<file path="src/rtl/core/mcf_pkg.sv">
// Shared constants, types and a helper function of the message chunk fragmenter.
package mcf_pkg;

   localparam int CHUNK_BYTES        = 4096;
   localparam int SEGMENTS           = 8;
   localparam int CHUNKS_PER_SEGMENT = 4;
   localparam int DEFAULT_LIMIT      = 16384;
   localparam int PER_CALL_LIMIT     = 16384;

   localparam int ADDR_W  = 32;
   localparam int LIM_W   = 16;
   localparam int IDX_W   = 16;
   localparam int CHUNK_W = 13;
   localparam int SEG_W   = $clog2(SEGMENTS + 1);
   localparam int J_W     = (CHUNKS_PER_SEGMENT > 1) ? $clog2(CHUNKS_PER_SEGMENT) : 1;

   localparam logic [LIM_W:0]   CHUNK_MAX  = (LIM_W + 1)'(CHUNK_BYTES);
   localparam logic [ADDR_W-1:0] CHUNK_STEP = ADDR_W'(CHUNK_BYTES);
   localparam logic [SEG_W-1:0] SEG_MAX    = SEG_W'(SEGMENTS);
   localparam logic [J_W-1:0]   J_LAST     = J_W'(CHUNKS_PER_SEGMENT - 1);

   typedef struct packed {
      logic accept;
      logic load;
      logic clamp;
      logic fire;
   } cmd_type;

   typedef struct packed {
      logic go;
      logic last;
   } sts_type;

   function automatic logic [LIM_W-1:0] limit_of(input logic [LIM_W-1:0] setting);
      logic [LIM_W-1:0] lim;
      lim = setting;
      if (setting == '0) begin
         lim = LIM_W'(DEFAULT_LIMIT);
      end else begin
         if (lim > LIM_W'(DEFAULT_LIMIT)) lim = LIM_W'(DEFAULT_LIMIT);
         if (lim > LIM_W'(PER_CALL_LIMIT)) lim = LIM_W'(PER_CALL_LIMIT);
      end
      return lim;
   endfunction

endpackage

</file>
<file path="src/rtl/core/mcf_ctrl.sv">
// Controller state machine that sequences segment intake and fragment output.
module mcf_ctrl (
   input  logic             clock,
   input  logic             reset,
   input  logic             req_tvalid,
   output logic             req_tready,
   output logic             rsp_tvalid,
   input  logic             rsp_tready,
   input  mcf_pkg::sts_type sts,
   output mcf_pkg::cmd_type cmd
);

   localparam logic [1:0] ST_IDLE  = 2'd0;
   localparam logic [1:0] ST_LOAD  = 2'd1;
   localparam logic [1:0] ST_CLAMP = 2'd2;
   localparam logic [1:0] ST_EMIT  = 2'd3;

   logic [1:0] state_ff, state_in;
   logic       valid_ff, valid_in;
   logic       fire;

   assign req_tready = (state_ff == ST_IDLE);
   assign rsp_tvalid = valid_ff;
   assign fire       = (state_ff == ST_EMIT) && (!valid_ff || rsp_tready);

   assign cmd.accept = req_tvalid && req_tready;
   assign cmd.load   = (state_ff == ST_LOAD);
   assign cmd.clamp  = (state_ff == ST_CLAMP);
   assign cmd.fire   = fire;

   always_comb begin
      state_in = state_ff;
      unique case (state_ff)
         ST_IDLE: begin
            if (req_tvalid) state_in = ST_LOAD;
         end
         ST_LOAD: begin
            state_in = ST_CLAMP;
         end
         ST_CLAMP: begin
            state_in = sts.go ? ST_EMIT : ST_IDLE;
         end
         ST_EMIT: begin
            if (fire && sts.last) state_in = ST_IDLE;
         end
         default: begin
            state_in = ST_IDLE;
         end
      endcase
   end

   always_comb begin
      valid_in = valid_ff;
      if (fire) begin
         valid_in = 1'b1;
      end else if (rsp_tready) begin
         valid_in = 1'b0;
      end
   end

   always_ff @(posedge clock) begin
      if (reset) begin
         state_ff <= ST_IDLE;
         valid_ff <= 1'b0;
      end else begin
         state_ff <= state_in;
         valid_ff <= valid_in;
      end
   end

endmodule

</file>
<file path="src/rtl/core/mcf_dp.sv">
// Datapath holding the message state, the length clamping and the fragment registers.
module mcf_dp (
   input  logic                                clock,
   input  logic                                reset,
   input  mcf_pkg::cmd_type                    cmd,
   output mcf_pkg::sts_type                    sts,
   input  logic                                csr_wr_en,
   input  logic [mcf_pkg::LIM_W-1:0]           csr_wr_data,
   input  logic                                in_first,
   input  logic [mcf_pkg::ADDR_W-1:0]          in_message_len,
   input  logic [mcf_pkg::ADDR_W-1:0]          in_segment_len,
   input  logic [mcf_pkg::ADDR_W-1:0]          in_segment_skip,
   input  logic                                in_direction,
   output logic [mcf_pkg::IDX_W-1:0]           out_frag_index,
   output logic [mcf_pkg::CHUNK_W-1:0]         out_chunk_len,
   output logic [mcf_pkg::ADDR_W-1:0]          out_chunk_offset,
   output logic [mcf_pkg::LIM_W-1:0]           out_total_len_low,
   output logic                                out_start_mark,
   output logic                                out_end_mark,
   output logic                                out_truncated_mark,
   output logic                                out_direction,
   output logic                                out_last_of_run
);

   localparam int AW = mcf_pkg::ADDR_W;
   localparam int LW = mcf_pkg::LIM_W;
   localparam int SW = mcf_pkg::SEG_W;
   localparam int IW = mcf_pkg::IDX_W;
   localparam int JW = mcf_pkg::J_W;

   logic [LW-1:0]             csr_ff;
   logic                      first_ff;
   logic [AW-1:0]             msg_in_ff, seg_len_ff, skip_in_ff;
   logic                      dir_in_ff;

   logic [AW-1:0]             held_len_ff;
   logic                      held_dir_ff, trunc_ff;
   logic [LW-1:0]             cap_ff;
   logic [mcf_pkg::IDX_W-1:0] fc_ff;
   logic [mcf_pkg::SEG_W-1:0] sc_ff;

   logic [AW-1:0]             avail_ff, room_msg_ff, off_ff;
   logic [LW-1:0]             room_lim_ff, limit_ff, len_ff;
   logic                      go_ff;
   logic [mcf_pkg::J_W-1:0]   j_ff;

   logic [mcf_pkg::IDX_W-1:0]   frag_index_ff;
   logic [mcf_pkg::CHUNK_W-1:0] chunk_len_ff;
   logic [AW-1:0]               chunk_offset_ff;
   logic [LW-1:0]               total_ff;
   logic                        start_ff, end_ff, trunc_out_ff, dir_out_ff, last_ff;

   logic [LW-1:0]             limit;
   logic [LW-1:0]             cap_eff;
   logic [AW-1:0]             mlen_eff, skip_eff;
   logic [mcf_pkg::SEG_W-1:0] sc_eff;
   logic                      seg_ok, done, skip_ge;

   logic [AW-1:0]             min_one;
   logic [LW-1:0]             len_in;

   logic [LW-1:0]             chunk;
   logic [LW:0]               sum;
   logic [LW-1:0]             rest;
   logic                      end_hit, last;

   assign limit    = mcf_pkg::limit_of(csr_ff);
   assign cap_eff  = first_ff ? '0 : cap_ff;
   assign mlen_eff = first_ff ? msg_in_ff : held_len_ff;
   assign skip_eff = first_ff ? skip_in_ff : '0;
   assign sc_eff   = first_ff ? '0 : sc_ff;
   assign seg_ok   = sc_eff < mcf_pkg::SEG_MAX;
   assign done     = ({{(AW-LW){1'b0}}, cap_eff} >= mlen_eff) || (cap_eff >= limit);
   assign skip_ge  = skip_eff >= seg_len_ff;

   assign min_one = (avail_ff < room_msg_ff) ? avail_ff : room_msg_ff;
   assign len_in  = (min_one < {{(AW-LW){1'b0}}, room_lim_ff}) ? min_one[LW-1:0] : room_lim_ff;

   assign chunk   = ({1'b0, len_ff} > mcf_pkg::CHUNK_MAX) ? mcf_pkg::CHUNK_MAX[LW-1:0] : len_ff;
   assign sum     = {1'b0, cap_ff} + {1'b0, chunk};
   assign rest    = len_ff - chunk;
   assign end_hit = ({{(AW-LW-1){1'b0}}, sum} >= held_len_ff) || (sum >= {1'b0, limit_ff});
   assign last    = (rest == '0) || (j_ff == mcf_pkg::J_LAST);

   assign sts.go   = go_ff;
   assign sts.last = last;

   always_ff @(posedge clock) begin
      if (reset) begin
         csr_ff      <= '0;
         held_len_ff <= '0;
         held_dir_ff <= 1'b0;
         trunc_ff    <= 1'b0;
         cap_ff      <= '0;
         fc_ff       <= '0;
         sc_ff       <= '0;
      end else begin
         if (csr_wr_en) csr_ff <= csr_wr_data;
         if (cmd.load) begin
            if (first_ff) begin
               held_len_ff <= msg_in_ff;
               held_dir_ff <= dir_in_ff;
               trunc_ff    <= msg_in_ff > {{(AW-LW){1'b0}}, limit};
               fc_ff       <= '0;
            end
            cap_ff <= cap_eff;
            sc_ff  <= seg_ok ? sc_eff + SW'(1) : sc_eff;
         end else if (cmd.fire) begin
            cap_ff <= sum[LW-1:0];
            fc_ff  <= fc_ff + IW'(1);
         end
      end
   end

   always_ff @(posedge clock) begin
      if (cmd.accept) begin
         first_ff   <= in_first;
         msg_in_ff  <= in_message_len;
         seg_len_ff <= in_segment_len;
         skip_in_ff <= in_segment_skip;
         dir_in_ff  <= in_direction;
      end
      if (cmd.load) begin
         avail_ff    <= seg_len_ff - skip_eff;
         room_msg_ff <= mlen_eff - {{(AW-LW){1'b0}}, cap_eff};
         room_lim_ff <= limit - cap_eff;
         limit_ff    <= limit;
         off_ff      <= skip_eff;
         go_ff       <= seg_ok && !done && !skip_ge;
      end
      if (cmd.clamp) begin
         len_ff <= len_in;
         j_ff   <= '0;
      end
      if (cmd.fire) begin
         frag_index_ff   <= fc_ff;
         chunk_len_ff    <= chunk[mcf_pkg::CHUNK_W-1:0];
         chunk_offset_ff <= off_ff;
         total_ff        <= held_len_ff[LW-1:0];
         start_ff        <= (fc_ff == '0);
         end_ff          <= end_hit;
         trunc_out_ff    <= trunc_ff;
         dir_out_ff      <= held_dir_ff;
         last_ff         <= last;
         len_ff          <= rest;
         off_ff          <= off_ff + mcf_pkg::CHUNK_STEP;
         j_ff            <= j_ff + JW'(1);
      end
   end

   assign out_frag_index     = frag_index_ff;
   assign out_chunk_len      = chunk_len_ff;
   assign out_chunk_offset   = chunk_offset_ff;
   assign out_total_len_low  = total_ff;
   assign out_start_mark     = start_ff;
   assign out_end_mark       = end_ff;
   assign out_truncated_mark = trunc_out_ff;
   assign out_direction      = dir_out_ff;
   assign out_last_of_run    = last_ff;

endmodule

</file>
<file path="src/rtl/core/message_chunk_fragmenter.sv">
// Top level of the message chunk fragmenter, joining controller and datapath.
// An accepted segment item passes the load and clamp set-up states and then gives one fragment
// item per cycle while the output register is free or being taken. The block takes no new segment
// item until its last fragment is issued; the first fragment is registered from the emit state.
// The fragment rate is set by the single output register, which is refilled as it is taken.
// Synchronous active-high reset clears the message state, the capture limit and the handshakes.
module message_chunk_fragmenter (
   input  logic         clock,
   input  logic         reset,
   input  logic         csr_wr_en,
   input  logic [15:0]  csr_wr_data,
   input  logic         req_tvalid,
   output logic         req_tready,
   input  logic [95:0]  req_tdata,  // message_len, segment_len, segment_skip
   input  logic [1:0]   req_tuser,  // first_segment, direction
   output logic         rsp_tvalid,
   input  logic         rsp_tready,
   output logic [79:0]  rsp_tdata,  // frag_index, chunk_len, chunk_offset, total_len_low, zeros
   output logic [3:0]   rsp_tuser,  // start_mark, end_mark, truncated_mark, out_direction
   output logic         rsp_tlast   // last_of_run
);

   mcf_pkg::cmd_type cmd;
   mcf_pkg::sts_type sts;

   logic [15:0] frag_index;
   logic [12:0] chunk_len;
   logic [31:0] chunk_offset;
   logic [15:0] total_len_low;

   mcf_ctrl u_ctrl (
      .clock      (clock),
      .reset      (reset),
      .req_tvalid (req_tvalid),
      .req_tready (req_tready),
      .rsp_tvalid (rsp_tvalid),
      .rsp_tready (rsp_tready),
      .sts        (sts),
      .cmd        (cmd)
   );

   mcf_dp u_dp (
      .clock              (clock),
      .reset              (reset),
      .cmd                (cmd),
      .sts                (sts),
      .csr_wr_en          (csr_wr_en),
      .csr_wr_data        (csr_wr_data),
      .in_first           (req_tuser[0]),
      .in_message_len     (req_tdata[31:0]),
      .in_segment_len     (req_tdata[63:32]),
      .in_segment_skip    (req_tdata[95:64]),
      .in_direction       (req_tuser[1]),
      .out_frag_index     (frag_index),
      .out_chunk_len      (chunk_len),
      .out_chunk_offset   (chunk_offset),
      .out_total_len_low  (total_len_low),
      .out_start_mark     (rsp_tuser[0]),
      .out_end_mark       (rsp_tuser[1]),
      .out_truncated_mark (rsp_tuser[2]),
      .out_direction      (rsp_tuser[3]),
      .out_last_of_run    (rsp_tlast)
   );

   assign rsp_tdata = {3'b000, total_len_low, chunk_offset, chunk_len, frag_index};

   a_busy_after_accept: assert property (@(posedge clock) disable iff (reset)
      (req_tvalid && req_tready) |=> !req_tready)
      else $error("block took a new item straight after accepting one");

   a_start_is_first: assert property (@(posedge clock) disable iff (reset)
      (rsp_tvalid && rsp_tuser[0]) |-> (rsp_tdata[15:0] == 16'd0))
      else $error("start fragment carries a non-zero index");

   a_end_closes_run: assert property (@(posedge clock) disable iff (reset)
      (rsp_tvalid && rsp_tuser[1]) |-> rsp_tlast)
      else $error("end fragment is not the last of its run");

endmodule

</file>
<file path="config.mk">
export PLATFORM = sky130hd
export DESIGN_NAME = message_chunk_fragmenter
export DESIGN_NICKNAME = d
export VERILOG_FILES = /design/src/rtl/core/mcf_pkg.sv /design/src/rtl/core/mcf_ctrl.sv /design/src/rtl/core/mcf_dp.sv /design/src/rtl/core/message_chunk_fragmenter.sv
export SDC_FILE = /design/constraint.sdc
export NUM_CORES = 1
export LEC_CHECK = 0
export BUFFER_PORTS_ARGS = -buffer_cell sky130_fd_sc_hd__buf_2
export CORE_MARGIN = 5
export CORE_UTILIZATION = 45
export CTS_CLUSTER_SIZE = 20
export DETAILED_ROUTE_END_ITERATION = 10
export PLACE_DENSITY = 0.68
export SYNTH_ARGS = -nofsm -noshare
export SYNTH_HDL_FRONTEND = slang
export SYNTH_SLANG_ARGS = --single-unit
</file>
<file path="constraint.sdc">
create_clock -name clock -period 11 [get_ports clock]
set_input_delay 1.1 -clock clock [delete_from_list [all_inputs] [get_ports clock]]
set_output_delay 1.1 -clock clock [all_outputs]
set_load 0.02 [all_outputs]
</file>
==> results of run 1 <==
## registers in the layout, indices dropped and copies added (netlist names), 32 cells and up
| register | flops |
|---|---|
| u_dp.avail_ff | 32 |
| u_dp.held_len_ff | 32 |
| u_dp.msg_in_ff | 32 |
| u_dp.off_ff | 32 |
| u_dp.out_chunk_offset | 32 |
| u_dp.room_msg_ff | 32 |
| u_dp.seg_len_ff | 32 |
| u_dp.skip_in_ff | 32 |
## layout make-up
class	instances	area share (%)
clock buffers	63	4.929
clock inverters	21	0.6582
inverters	148	2.227
multi-input cells	1440	38.66
flip-flops and latches	416	45.88
well taps	664	3.286
repair buffers	214	4.355
## path summary, 6_finish.rpt
| kind | cells after the start | slack (ps) | to |
|---|---|---|---|
| worst max-delay path | 16 | 5300 | u_dp.out_end_mark$_DFFE_PP_ |
| worst min-delay path | 0 | 420 | u_dp.out_chunk_offset[0]$_DFFE_PP_ |
| worst max register to register | 16 | 5300 | u_dp.out_end_mark$_DFFE_PP_ |
| worst min register to register | 0 | 420 | u_dp.out_chunk_offset[0]$_DFFE_PP_ |
## critical path, cell delays in order (launching register included)
cell and delay (ps):
edfxtp_1 470, or4_4 590, o41ai_2 780, nand2_2 330, nor2_1 300, ha_1 330
o21ai_0 100, o21bai_1 110, a31o_2 300, a211oi_1 380, o31ai_1 180, xor2_1 280
ha_1 320, a211oi_1 230, o21ai_0 140, o221a_2 270, or3_1 340
## per-layer routing
layer / share of wire [%] / GRT usage (%) / routed length, um
met4: 2.3 / 5.244 / 1286
met1: 43 / 26.74 / 24400
met3: 5.5 / 3.852 / 3082
met5: 0.053 / 0 / 30
met2: 49 / 35.15 / 27690
## power by group
group | total, W | switching, W | leakage [nW] | internal (W)
Clock | 0.00146 | 0.000616 | 0.691 | 0.000841
Combinational | 0.000762 | 0.000475 | 5.66 | 0.000287
Sequential | 0.00192 | 0.0000676 | 3.80 | 0.00185
Total | 0.00414 | 0.00116 | 10.2 | 0.00298
## kinds of logic after synthesis
family                   count (synthesis)  share of synthesized area [%]
AND/OR/NAND/NOR                        665                          14.36
AO/OA/AOI/OAI                          431                          12.82
flip-flops                             416                          52.27
buffers and inverters                  214                          3.834
adder cells (fa/ha/maj)                185                          10.56
XOR/XNOR                               110                          4.341
multiplexers                            39                          1.776
other                                    2                        0.03384
## cells in the mapped netlist (all sizes together), types with 21 or more instances
| cell type | number |
|---|---|
| edfxtp | 327 |
| nand2 | 223 |
| ha | 181 |
| inv | 148 |
| nor2 | 136 |
| a21oi | 119 |
| o21ai | 107 |
| dfxtp | 89 |
| xnor2 | 71 |
| nand3 | 66 |
| nand4 | 44 |
| nor3 | 44 |
| clkbuf | 43 |
| mux2i | 39 |
| xor2 | 39 |
| and3 | 28 |
| a21o | 27 |
| nor4 | 27 |
| o21a | 25 |
| buf | 23 |
| nor2b | 21 |
## stage by stage
stage / hold WS [ps] / util [%] / setup WS (ps) / area, sq um
3_5_place_dp: 406.2 / 48.87 / 5433 / 23870
4_1_cts: 418.9 / 51.76 / 5386 / 25280
3_3_place_gp: 402.8 / 48.87 / 5565 / 23870
5_1_grt: 434.2 / 51.76 / 4862 / 25280
2_1_floorplan: 400.3 / - / 5952 / 22220
6_report: 417.8 / 51.76 / 5298 / 25280
==> impl_metrics.ini, run 1 <==
[power]
leakagePower_nw = 10.15
power.total_w = 0.004141
power_density_nw_per_um2 = 163.8
ir_worst_vdd_uv = 126.0

[timing]
fin_skew_ps = 20.26
fmax_mhz = 175.4
tns_ps = 0
hold_viol_final = 0
fin_crit_ps = 5702
slew-limit-headroom_pct = 16.82
rsz0062_at_grt = false
worst_pin_slew_ps = 1243
fin_crit_sh_pct = 51.84
slew_viol_final = 0
setup_viol = 0

[synth]
synth_top_area_share_pct = 44.24
syn_area_sq_um = 22190
ys.warnings.count = 0
netlist_instances = 2062
ys_seq_area_share_pct = 52.27
synth_top_area_cell = edfxtp_1
async_flop_share_pct = 0
synth_edf_count = 327
ys_ff_latch = 416
yosys-top-cells-area = edfxtp_1, ha_1, dfxtp_1
avgSynthCellArea_sq_um = 10.76
ys.flop_type = edfxtp_1
synth.distinct_cells = 86

[cts]
cts.clk_slew.worst_paths_ps = 60
cts_tree = done
postCtsHoldBufs = 0
cts_max_level = 2
root_buffer = clkbuf_16
postCtsSetupRepairBufs = 0
numCtsBuffers = 46
ctsResizeCount = 0
clk-insertion-delay-late_ps = 580
clkSinkCount = 416
clockBufferDepth = 3

[floorplanning]
dieArea_sq_um = 53860
start_util_pct = 45.43
fp.dieW_um = 232.1
design.core.area_sq_um = 48850
num_io_pins = 206
die_h_um = 232.1
rows = 81

[global_routing]
overflow = 0
grt_usage_pct = 20.43
antenna_found_initial = 2
grt_pass1_wl_um = 88110
grt_max_degree = 98
grt_pass1_vias = 16310

[finish]
areaGrowthSynthToFinish_pct = 13.92
layout_common_cells = edfxtp_1, nand2_1, buf_2
fillers = 4412
multi_input_area_sq_um = 9774
layout.cells.non_filler = 2966
layout_commonest_cell = edfxtp_1
num-nets-final = 2570
ff_latch_area_sq_um = 11600
diodes = 0
layout-drive-gt1-share_pct = 13.25

[worst_setup_path]
start_kind = flop
endpoint_kind = flop
required_ps = 11310
worstPathArrival_ps = 6010
worstPathMaxFanout = 14
worstReg2RegStart = u_dp.len_ff[5]$_DFFE_PP_
crit_start = u_dp.len_ff[5]$_DFFE_PP_
crit_type = flop to flop

[placed_design]
gp_congestion = 0.9068
io_buffers = 202
hpwl_um = 42750
dp_cells = 2882

[drt]
routed_via_density = 5.572
postRouteAntennaNets = 0
routed_wl_um = 56490
firstDrtPassIters = 5
drt-initial-drc-count = 1200
drcViolationCount = 0
vias = 16530
wl_per_cell_um = 19.05

[worst_hold_path]
hold_class = flop to flop
hold_start = u_dp.off_ff[0]$_DFFE_PP_

[job]
cap_viol_max_count = 0

[status]
status = finished clean
No activity file was read; power rests on OpenSTA's default activity.
==> run 2, diff against run 1 <==
Clock period 11 ns to 5.3 ns, I/O delays scaled along.
==> impl_metrics.ini, run 2 (synthesized netlist as in run 1, its figures left out) <==
[global_routing]
use_met2_pct = 33.99
grt_usage_pct = 20.59
antenna_found_initial = 1
grt_pass1_vias = 16180
grt_pass1_wl_um = 88570
overflow = 0
gr-usage-met1_pct = 28.01
gr-usage-met3_pct = 2.971
grt_max_degree = 107
top_usage_layer = met2

[placed_design]
hpwl_um = 43120
io_buffers = 202
gp_congestion = 0.9254

[floorplanning]
fp.dieW_um = 232.1
design.core.area_sq_um = 48850
dieArea_sq_um = 53860
die_h_um = 232.1
start_util_pct = 45.43
num_io_pins = 206
rows = 81

[worst_setup_path]
r2r_cells = 16
endpoint_kind = flop
required_ps = 5610
worstPathMaxFanout = 9
start_kind = flop
worstPathArrival_ps = 5470
crit_type = flop to flop

[drt]
firstDrtPassIters = 5
routed_via_density = 5.596
routed_wl_um = 57150
vias = 16690
postRouteAntennaNets = 0
wl_per_cell_um = 19.16
drcViolationCount = 0
drt-initial-drc-count = 1111

[finish]
num-nets-final = 2585
layout-drive-gt1-share_pct = 14.63
areaGrowthSynthToFinish_pct = 15.03
layout_common_cells = edfxtp_1, nand2_1, buf_2
layout_commonest_cell = edfxtp_1

[timing]
slew-limit-headroom_pct = 33.07
fin_crit_sh_pct = 97.35
hold_viol_final = 0
tns_ps = 0
fin_skew_ps = 24.36
setup_viol = 0
fin_crit_ps = 5159
whs_ps = 120.2
fmax_mhz = 193.8
worst_pin_slew_ps = 1001
slew_viol_final = 0

[power]
leakagePower_nw = 10.27
power_density_nw_per_um2 = 340.6
ir_worst_vdd_uv = 311.8
power.total_w = 0.008694

[cts]
clkSinkCount = 416
cts_max_level = 2
clockBufferDepth = 3
clk-insertion-delay-late_ps = 580
cts_tree = done
cts.clk_slew.worst_paths_ps = 60
root_buffer = clkbuf_16
numCtsBuffers = 45

[worst_hold_path]
hold_depth = 1
hold_class = primary input to flop

[job]
cap_viol_max_count = 0

[status]
status = finished clean
-- run 2: worst max-delay path: stages (launching register included) --
cell and delay [ps]:
edfxtp_1 450, or4_4 570, o41ai_2 320, buf_4 200
and3_1 190, ha_1 290, a211oi_1 310, o21bai_1 160
a31o_2 300, a211oi_1 450, o31ai_2 150, xor2_1 260
ha_1 330, a211oi_1 190, o21ai_0 110, o221a_2 260
or3_1 350
-- run 2: cell type report --
type / instances / area (sq um)
Fill cell: 4382 / 23320
Sequential cell: 416 / 11600
Multi-Input combinational cell: 1440 / 9866
Timing Repair Buffer: 230 / 1221
Clock buffer: 58 / 1195
Tap cell: 664 / 830.8
Inverter: 148 / 563.0
Clock inverter: 25 / 247.7
Antenna cell: 2 / 5.005
-- run 2: layer usage --
layer / vias up / wire, um
li1: 8034 / -
met5: - / 0
met1: 8056 / 24990
met4: 0 / 1941
met3: 115 / 3041
met2: 488 / 27180
-- run 2: stage by stage --
stage	setup WS [ps]	instances	cell area [sq um]	util, %
after floorplan	453.6	2070	22220	-
after global placement	282.4	2894	23960	49.05
after detailed placement	190.1	2894	23960	49.05
after CTS	142.8	2977	25400	52.00
after global routing	-15.62	2981	25520	52.25
final	140.7	2983	25530	52.26
-- run 2: worst paths after layout --
path	startpoint	to	slack [ps]
max	u_dp.len_ff[4]$_DFFE_PP_	u_dp.out_end_mark$_DFFE_PP_	140
min	req_tdata[79]	u_dp.skip_in_ff[15]$_DFFE_PP_	120
max reg2reg	u_dp.len_ff[4]$_DFFE_PP_	u_dp.out_end_mark$_DFFE_PP_	140
min reg2reg	u_dp.off_ff[4]$_DFFE_PP_	u_dp.out_chunk_offset[4]$_DFFE_PP_	420
-- run 2: what timing repair did --
action                                  in CTS  in global routing
resized for setup                            0                 19
hold buffers                                 0                  0
setup buffers                                0                  4
endpoints found under the setup margin       0                 17
-- run 2: where the power goes --
group / switching (W) / internal (W) / total, W
clock network: 0.00130 / 0.00179 / 0.00309
logic: 0.00100 / 0.000611 / 0.00162
registers: 0.000140 / 0.00385 / 0.00399
